## src/sha1_message_hasher_core_defines.svh

```systemverilog
// Assertion macros for the SHA-1 hasher core; clocked on clk_i, disabled while rst_ni is low.
`ifndef SHA1_MESSAGE_HASHER_CORE_DEFINES_SVH
`define SHA1_MESSAGE_HASHER_CORE_DEFINES_SVH

`ifndef ASSERT_OFF
// Same-cycle implication
`define SMH_ASSERT_IMP(lbl, ante, cons, msg) \
  lbl: assert property (@(posedge clk_i) disable iff (!rst_ni) (ante) |-> (cons)) \
    else $error(msg);
// Next-cycle implication
`define SMH_ASSERT_NXT(lbl, ante, cons, msg) \
  lbl: assert property (@(posedge clk_i) disable iff (!rst_ni) (ante) |=> (cons)) \
    else $error(msg);
`else
`define SMH_ASSERT_IMP(lbl, ante, cons, msg)
`define SMH_ASSERT_NXT(lbl, ante, cons, msg)
`endif

`endif

```

## src/sha1mh_pkg.sv

```systemverilog
// Types, constants and round helpers shared by the SHA-1 hasher core.
`default_nettype none

package sha1mh_pkg;

  // Default width of the running bit-length counter
  localparam int unsigned LenBitsDefault = 64;

  // Digest words and index of the last one
  localparam int unsigned DigestWords = 5;
  localparam logic [2:0]  LastWordIdx = 3'(DigestWords - 1);

  // Index of the last round in a block
  localparam logic [6:0] LastRound = 7'd79;

  // Padding marker byte
  localparam logic [7:0] PadMarker = 8'h80;

  // Initial chaining values h0..h4
  localparam logic [31:0] ChainIv [DigestWords] = '{
    32'h67452301, 32'hEFCDAB89, 32'h98BADCFE, 32'h10325476, 32'hC3D2E1F0
  };

  // Input word: one message byte plus framing
  typedef struct packed {
    logic [7:0] data_byte;
    logic       has_byte;
    logic       last;
  } in_word_t;

  // Output word: one digest word
  typedef struct packed {
    logic [31:0] digest_word;
    logic [2:0]  word_index;
    logic        last_word;
  } out_word_t;

  // Round constant by round number
  function automatic logic [31:0] round_k(input logic [6:0] t);
    logic [31:0] k;
    if (t < 7'd20) begin
      k = 32'h5A827999;
    end else if (t < 7'd40) begin
      k = 32'h6ED9EBA1;
    end else if (t < 7'd60) begin
      k = 32'h8F1BBCDC;
    end else begin
      k = 32'hCA62C1D6;
    end
    return k;
  endfunction

  // Round boolean function by round number
  function automatic logic [31:0] round_f(input logic [6:0] t, input logic [31:0] b,
                                          input logic [31:0] c, input logic [31:0] d);
    logic [31:0] f;
    if (t < 7'd20) begin
      f = (b & c) | (~b & d);
    end else if (t < 7'd40) begin
      f = b ^ c ^ d;
    end else if (t < 7'd60) begin
      f = (b & c) | (b & d) | (c & d);
    end else begin
      f = b ^ c ^ d;
    end
    return f;
  endfunction

endpackage

`default_nettype wire

```

## src/sha1_message_hasher_core.sv

```systemverilog
// SHA-1 hasher core: byte intake, padding sequencer and one-round-per-cycle compression.
//
//   channel | dir | payload     | handshake
//   --------+-----+-------------+------------------------------
//   in      | in  | in_word_i   | in_valid_i / in_stall_o
//   out     | out | out_word_o  | out_valid_o / out_stall_i
//
// A byte that does not complete a block leaves the core idle. A byte that completes a
// block adds 80 rounds through the shared round adder, then one chain add.
// The last word pads one byte a cycle up to byte 56 (a fill past 55 first pads out
// and compresses another block), then closes the pad, appends the length, compresses
// the final block and emits five digest words, one per cycle unless out_stall_i
// holds them. No input is taken while the block pads, compresses or emits.
`default_nettype none

`include "sha1_message_hasher_core_defines.svh"

module sha1_message_hasher_core
  import sha1mh_pkg::*;
#(
  parameter int unsigned LENGTH_COUNTER_BITS = LenBitsDefault
) (
  input  wire logic      clk_i,
  input  wire logic      rst_ni,
  input  wire logic      in_valid_i,
  output logic           in_stall_o,
  input  wire in_word_t  in_word_i,
  output logic           out_valid_o,
  input  wire logic      out_stall_i,
  output out_word_t      out_word_o
);

  typedef enum logic [2:0] {
    ST_IDLE,
    ST_PAD,
    ST_LEN,
    ST_ROUND,
    ST_ADD,
    ST_OUT
  } state_e;

  localparam int unsigned BlkBits = 512;

  // Control registers
  state_e                         state_q, state_d;
  logic [5:0]                     fill_q, fill_d;
  logic [LENGTH_COUNTER_BITS-1:0] len_q, len_d;
  logic [31:0]                    chain_q [DigestWords];
  logic [31:0]                    chain_d [DigestWords];
  logic [6:0]                     round_q, round_d;
  logic                           pad_first_q, pad_first_d;
  logic                           pend_last_q, pend_last_d;
  logic                           final_q, final_d;
  logic [2:0]                     oidx_q, oidx_d;

  // Payload registers
  logic [BlkBits-1:0] blk_q, blk_d;
  logic [31:0]        a_q, b_q, c_q, d_q, e_q;
  logic [31:0]        a_d, b_d, c_d, d_d, e_d;

  logic        in_acc, out_acc;
  logic [63:0] len_ext;
  logic [31:0] w0, w2, w8, w13, w_mix, w_new, t_sum;
  logic [5:0]  fill_inc;

  assign in_acc   = in_valid_i & ~in_stall_o;
  assign out_acc  = out_valid_o & ~out_stall_i;
  assign len_ext  = 64'(len_q);
  assign fill_inc = fill_q + 6'd1;

  // Message schedule taps: window holds w[t..t+15], w[t] in the top word
  assign w0    = blk_q[BlkBits-1       -: 32];
  assign w2    = blk_q[BlkBits-1-32*2  -: 32];
  assign w8    = blk_q[BlkBits-1-32*8  -: 32];
  assign w13   = blk_q[BlkBits-1-32*13 -: 32];
  assign w_mix = w13 ^ w8 ^ w2 ^ w0;
  assign w_new = {w_mix[30:0], w_mix[31]};

  // Shared round adder
  assign t_sum = {a_q[26:0], a_q[31:27]} + round_f(round_q, b_q, c_q, d_q) + e_q
               + round_k(round_q) + w0;

  // Sequencer and datapath next state
  always_comb begin
    state_d     = state_q;
    fill_d      = fill_q;
    len_d       = len_q;
    chain_d     = chain_q;
    round_d     = round_q;
    pad_first_d = pad_first_q;
    pend_last_d = pend_last_q;
    final_d     = final_q;
    oidx_d      = oidx_q;
    blk_d       = blk_q;
    a_d = a_q;
    b_d = b_q;
    c_d = c_q;
    d_d = d_q;
    e_d = e_q;

    case (state_q)
      ST_IDLE: begin
        if (in_acc) begin
          pend_last_d = in_word_i.last;
          pad_first_d = 1'b1;
          final_d     = 1'b0;
          if (in_word_i.has_byte) begin
            blk_d  = {blk_q[BlkBits-9:0], in_word_i.data_byte};
            fill_d = fill_inc;
            len_d  = len_q + LENGTH_COUNTER_BITS'(8);
          end
          if (in_word_i.has_byte && fill_inc == 6'd0) begin
            state_d = ST_ROUND;
            round_d = '0;
            a_d = chain_q[0];
            b_d = chain_q[1];
            c_d = chain_q[2];
            d_d = chain_q[3];
            e_d = chain_q[4];
          end else if (in_word_i.last) begin
            state_d = ST_PAD;
          end
        end
      end

      // One pad byte per cycle until 56 bytes sit in the block; a full block compresses first
      ST_PAD: begin
        if (!pad_first_q && fill_q == 6'd56) begin
          state_d = ST_LEN;
        end else begin
          blk_d       = {blk_q[BlkBits-9:0], (pad_first_q ? PadMarker : 8'h00)};
          fill_d      = fill_inc;
          pad_first_d = 1'b0;
          if (fill_inc == 6'd0) begin
            state_d = ST_ROUND;
            round_d = '0;
            a_d = chain_q[0];
            b_d = chain_q[1];
            c_d = chain_q[2];
            d_d = chain_q[3];
            e_d = chain_q[4];
          end
        end
      end

      // Big-endian bit length closes the final block
      ST_LEN: begin
        blk_d   = {blk_q[BlkBits-65:0], len_ext};
        fill_d  = '0;
        final_d = 1'b1;
        state_d = ST_ROUND;
        round_d = '0;
        a_d = chain_q[0];
        b_d = chain_q[1];
        c_d = chain_q[2];
        d_d = chain_q[3];
        e_d = chain_q[4];
      end

      ST_ROUND: begin
        a_d   = t_sum;
        b_d   = a_q;
        c_d   = {b_q[1:0], b_q[31:2]};
        d_d   = c_q;
        e_d   = d_q;
        blk_d = {blk_q[BlkBits-33:0], w_new};
        if (round_q == LastRound) begin
          state_d = ST_ADD;
        end else begin
          round_d = round_q + 7'd1;
        end
      end

      ST_ADD: begin
        chain_d[0] = chain_q[0] + a_q;
        chain_d[1] = chain_q[1] + b_q;
        chain_d[2] = chain_q[2] + c_q;
        chain_d[3] = chain_q[3] + d_q;
        chain_d[4] = chain_q[4] + e_q;
        if (final_q) begin
          state_d = ST_OUT;
          oidx_d  = '0;
        end else if (pend_last_q) begin
          state_d = ST_PAD;
        end else begin
          state_d = ST_IDLE;
        end
      end

      // Five digest words, then back to a fresh message
      ST_OUT: begin
        if (out_acc) begin
          if (oidx_q == LastWordIdx) begin
            state_d     = ST_IDLE;
            chain_d     = ChainIv;
            len_d       = '0;
            fill_d      = '0;
            pend_last_d = 1'b0;
            final_d     = 1'b0;
          end else begin
            oidx_d = oidx_q + 3'd1;
          end
        end
      end

      default: begin
        state_d = ST_IDLE;
      end
    endcase
  end

  // State and control registers
  always_ff @(posedge clk_i or negedge rst_ni) begin
    if (!rst_ni) begin
      state_q     <= ST_IDLE;
      fill_q      <= '0;
      len_q       <= '0;
      chain_q     <= ChainIv;
      round_q     <= '0;
      pad_first_q <= 1'b0;
      pend_last_q <= 1'b0;
      final_q     <= 1'b0;
      oidx_q      <= '0;
    end else begin
      state_q     <= state_d;
      fill_q      <= fill_d;
      len_q       <= len_d;
      chain_q     <= chain_d;
      round_q     <= round_d;
      pad_first_q <= pad_first_d;
      pend_last_q <= pend_last_d;
      final_q     <= final_d;
      oidx_q      <= oidx_d;
    end
  end

  // Block window and working variables
  always_ff @(posedge clk_i) begin
    blk_q <= blk_d;
    a_q   <= a_d;
    b_q   <= b_d;
    c_q   <= c_d;
    d_q   <= d_d;
    e_q   <= e_d;
  end

  // Ports
  assign in_stall_o             = (state_q != ST_IDLE);
  assign out_valid_o            = (state_q == ST_OUT);
  assign out_word_o.digest_word = chain_q[oidx_q];
  assign out_word_o.word_index  = oidx_q;
  assign out_word_o.last_word   = (oidx_q == LastWordIdx);

  // Checks
  `SMH_ASSERT_IMP(a_no_intake_while_out, out_valid_o, in_stall_o, "input taken during digest")
  `SMH_ASSERT_NXT(a_idle_after_last, out_acc && oidx_q == LastWordIdx, !in_stall_o, "not idle")
  `SMH_ASSERT_IMP(a_round_range, state_q == ST_ROUND, round_q <= LastRound, "round overrun")
  `SMH_ASSERT_IMP(a_out_idx_range, out_valid_o, oidx_q <= LastWordIdx, "digest index overrun")

endmodule

`default_nettype wire
```

## config.mk

```make
export PLATFORM = sky130hd
export DESIGN_NAME = sha1_message_hasher_core
export DESIGN_NICKNAME = d
export VERILOG_FILES = /design/src/sha1mh_pkg.sv /design/src/sha1_message_hasher_core.sv
export VERILOG_INCLUDE_DIRS = /design/src /design/src/src
export SDC_FILE = /design/constraint.sdc
export NUM_CORES = 2
export LEC_CHECK = 0
export ABC_CLOCK_PERIOD_IN_PS = 36700
export BUFFER_PORTS_ARGS = -buffer_cell sky130_fd_sc_hd__buf_2
export CAP_MARGIN = 20
export CORE_MARGIN = 4
export CORE_UTILIZATION = 45
export DETAILED_ROUTE_END_ITERATION = 10
export PLACE_DENSITY = 0.58
export SLEW_MARGIN = 10
export SYNTH_ARGS = -nofsm -noshare
export SYNTH_HDL_FRONTEND = slang
export SYNTH_SLANG_ARGS = --single-unit
```

## constraint.sdc

```tcl
create_clock -name clk_i -period 36.7 [get_ports clk_i]
set_input_delay 7.34 -clock clk_i [delete_from_list [all_inputs] [get_ports clk_i]]
set_output_delay 7.34 -clock clk_i [all_outputs]
set_load 0.01 [all_outputs]
```

==> flow_summary.yaml <==
finish:
  final-seq-area_mm2: 0.0264
  layout.nets: 6026
  layout_common_cells: "1,101 x nand2_1, 726 x o21ai_0, 672 x edfxtp_1"
  area_growth_pct: 9.00
  drive_gt1_share_pct: 6.83
  fill_cells: 11600
  multi_input_area_mm2: 0.0290
  antenna_cells: 0
  final_common_cell: "nand2_1"
clock_network:
  clockBufferDepth: 3
  cts_sinks: 915
  insertion_delay_ns: 0.73
  cts_tree: "built"
  cts_resized: 0
  cts_hold_buf: 0
  post_cts_buffers: 0
  path_clk_slew_ns: 0.06
  cts_buffers: 107
  root_buffer: "clkbuf_16"
  cts_max_level: 3
place:
  dp_hpwl_um: 109000
  place_congestion: 0.904
  numPortBuffers: 51
hold_path:
  hold_class: "flip-flop to flip-flop"
  hp-start: "len_ext[7]"
yosys:
  synth.distinct_cells: 90
  synth-edff-count: 672
  synth_area_mm2: 0.0573
  synth_cells: 5787
  synth_top_cell_by_area: "edfxtp_1"
  synthTopCellsByArea: "edfxtp_1 35%, mux2i_1 9.9%, nand2_1 7.2%, dfrtp_1 7.1%, o21ai_0 6.3%"
  ys_seq_area_share_pct: 46.0
  syn-num-nets: 6125
  ys_seq_elements: 915
  ys_async_sr_fraction_pct: 26.6
  yosysTopAreaCellShare_pct: 35.2
  avgSynthCellArea_um2: 9.91
  yosys_warnings: 0
  yosys_most_used_dff: "edfxtp_1"
timing:
  hold_viol: 0
  fin_skew_ns: 0.0283
  rsz0062_at_grt: "no"
  timing.setup.tns_ns: 0
  setup_violations: 0
  fin_crit_sh_pct: 28.8
  slew_viol_final: 0
  fmax_ghz: 0.0946
  worst_pin_slew_ns: 1.10
  holdWs_ns: 0.504
  relSlewSlack_pct: 26.7
  finalCriticalPeriod_ns: 10.58
floorplan:
  die_area_mm2: 0.133
  fp.dieH_um: 365
  initial_core_util_pct: 45.5
  dieWidth_um: 365
  io_pins: 52
  core_mm2: 0.126
  rows: 130
global_route:
  grtUsageTotal_pct: 23.2
  grt_max_degree: 154
  grt_overflow: 0
  first_global_vias: 41300
  grt_pass1_wl_um: 243000
  antenna_found_initial: 2
detailed_routing:
  wire_per_inst_um: 21.0
  wl_um: 156000
  drt_iter0_markers: 3281
  ant_nets: 0
  drc: 0
  drt_pass1_iterations: 5
  via_count: 41900
  vias_per_cell: 5.64
critical_path:
  endpoint_kind: "output port"
  cp.arrival_ns: 3.24
  cp_max_fo: 63
  timing.rr.start: "round_q[4]"
  cp-startpoint: "oidx_q[0]"
  worstSetupStartpointType: "flip-flop"
  path_class: "flip-flop to output port"
  required_ns: 29.36
job:
  cap_viol_max_count: 0
status:
  status: "complete, no violations"
-- routing by layer --
metal	up-vias	routed length, um	GRT usage (%)
met4	2	5730	7.82
met2	837	73900	38.6
met1	20500	70200	31.5
met5	-	13	0
li1	20400	-	-
met3	230	6150	2.85
-- Yosys cell counts (all sizes together) (25+ instances only) --
master     n
clkbuf   290
o22a      43
nand2b    29
dfstp     80
xnor2    198
nand3     54
xor2     105
nor3      37
mux2i    568
o22ai     54
dfrtp    163
o21ai    756
fa       125
a21oi    255
nand4     28
nand2   1104
o21bai    27
edfxtp   672
a211oi    25
inv      243
nor2     293
ha       199
o21a      26
and3      32
a21o      93
-- sequential cells by signal, summed over array words and instances, names as in the netlist, 3 cells and up --
register and count:
a_q 32, c_q 32, state_q 3, chain_q 160, blk_q 512, b_q 32, e_q 32, fill_q 6
len_ext 61, round_q 7, d_q 32, oidx_q 3
-- worst max-delay path, stage by stage, from the launching register on --
cell	delay, ns
dfrtp_4	0.74
buf_4	0.76
nand2_1	0.11
o22a_1	0.21
o22ai_1	0.36
buf_2	0.22
-- final timing paths --
path	slack, ns	end	depth (start not counted)
setup / recovery	26.12	out_word_o[13]	5
hold / removal	0.50	len_ext[7]	1
setup reg to reg	29.08	a_q[29]	25
hold reg to reg	0.50	len_ext[7]	1
max in group asynchronous	27.92	len_ext[59]	3
min in group asynchronous	6.60	chain_q[93]	1
-- logic make-up after synthesis --
family	count (synthesis)	synth area share, %
simple gates	1677	12.1
fa+ha+maj	324	8.71
xor+xnor	303	4.63
buf+inv	554	3.66
flops	915	46.0
mux	579	10.1
compound gates	1435	14.8
-- cell type report --
class | count | area share [%]
clock buffer | 152 | 4.85
clock inverter | 52 | 0.753
inverter | 245 | 1.48
multi-input combinational | 4318 | 46.3
sequential | 915 | 42.2
tap | 1650 | 3.30
timing repair buffer | 101 | 1.10
-- metrics by stage --
step	setup WS, ns	utilization [%]	instance area [um^2]	std cells
2_1_floorplan	3.08	-	57300	5787
3_3_place_gp	25.59	46.8	59000	7228
3_5_place_dp	25.59	46.8	59000	7228
4_1_cts	26.09	49.6	62500	7432
5_1_grt	25.92	49.6	62500	7433
6_report	26.12	49.6	62500	7433
Power is not shown: default switching activity piles up to over one toggle a cycle in this logic, so the estimate is an artifact.
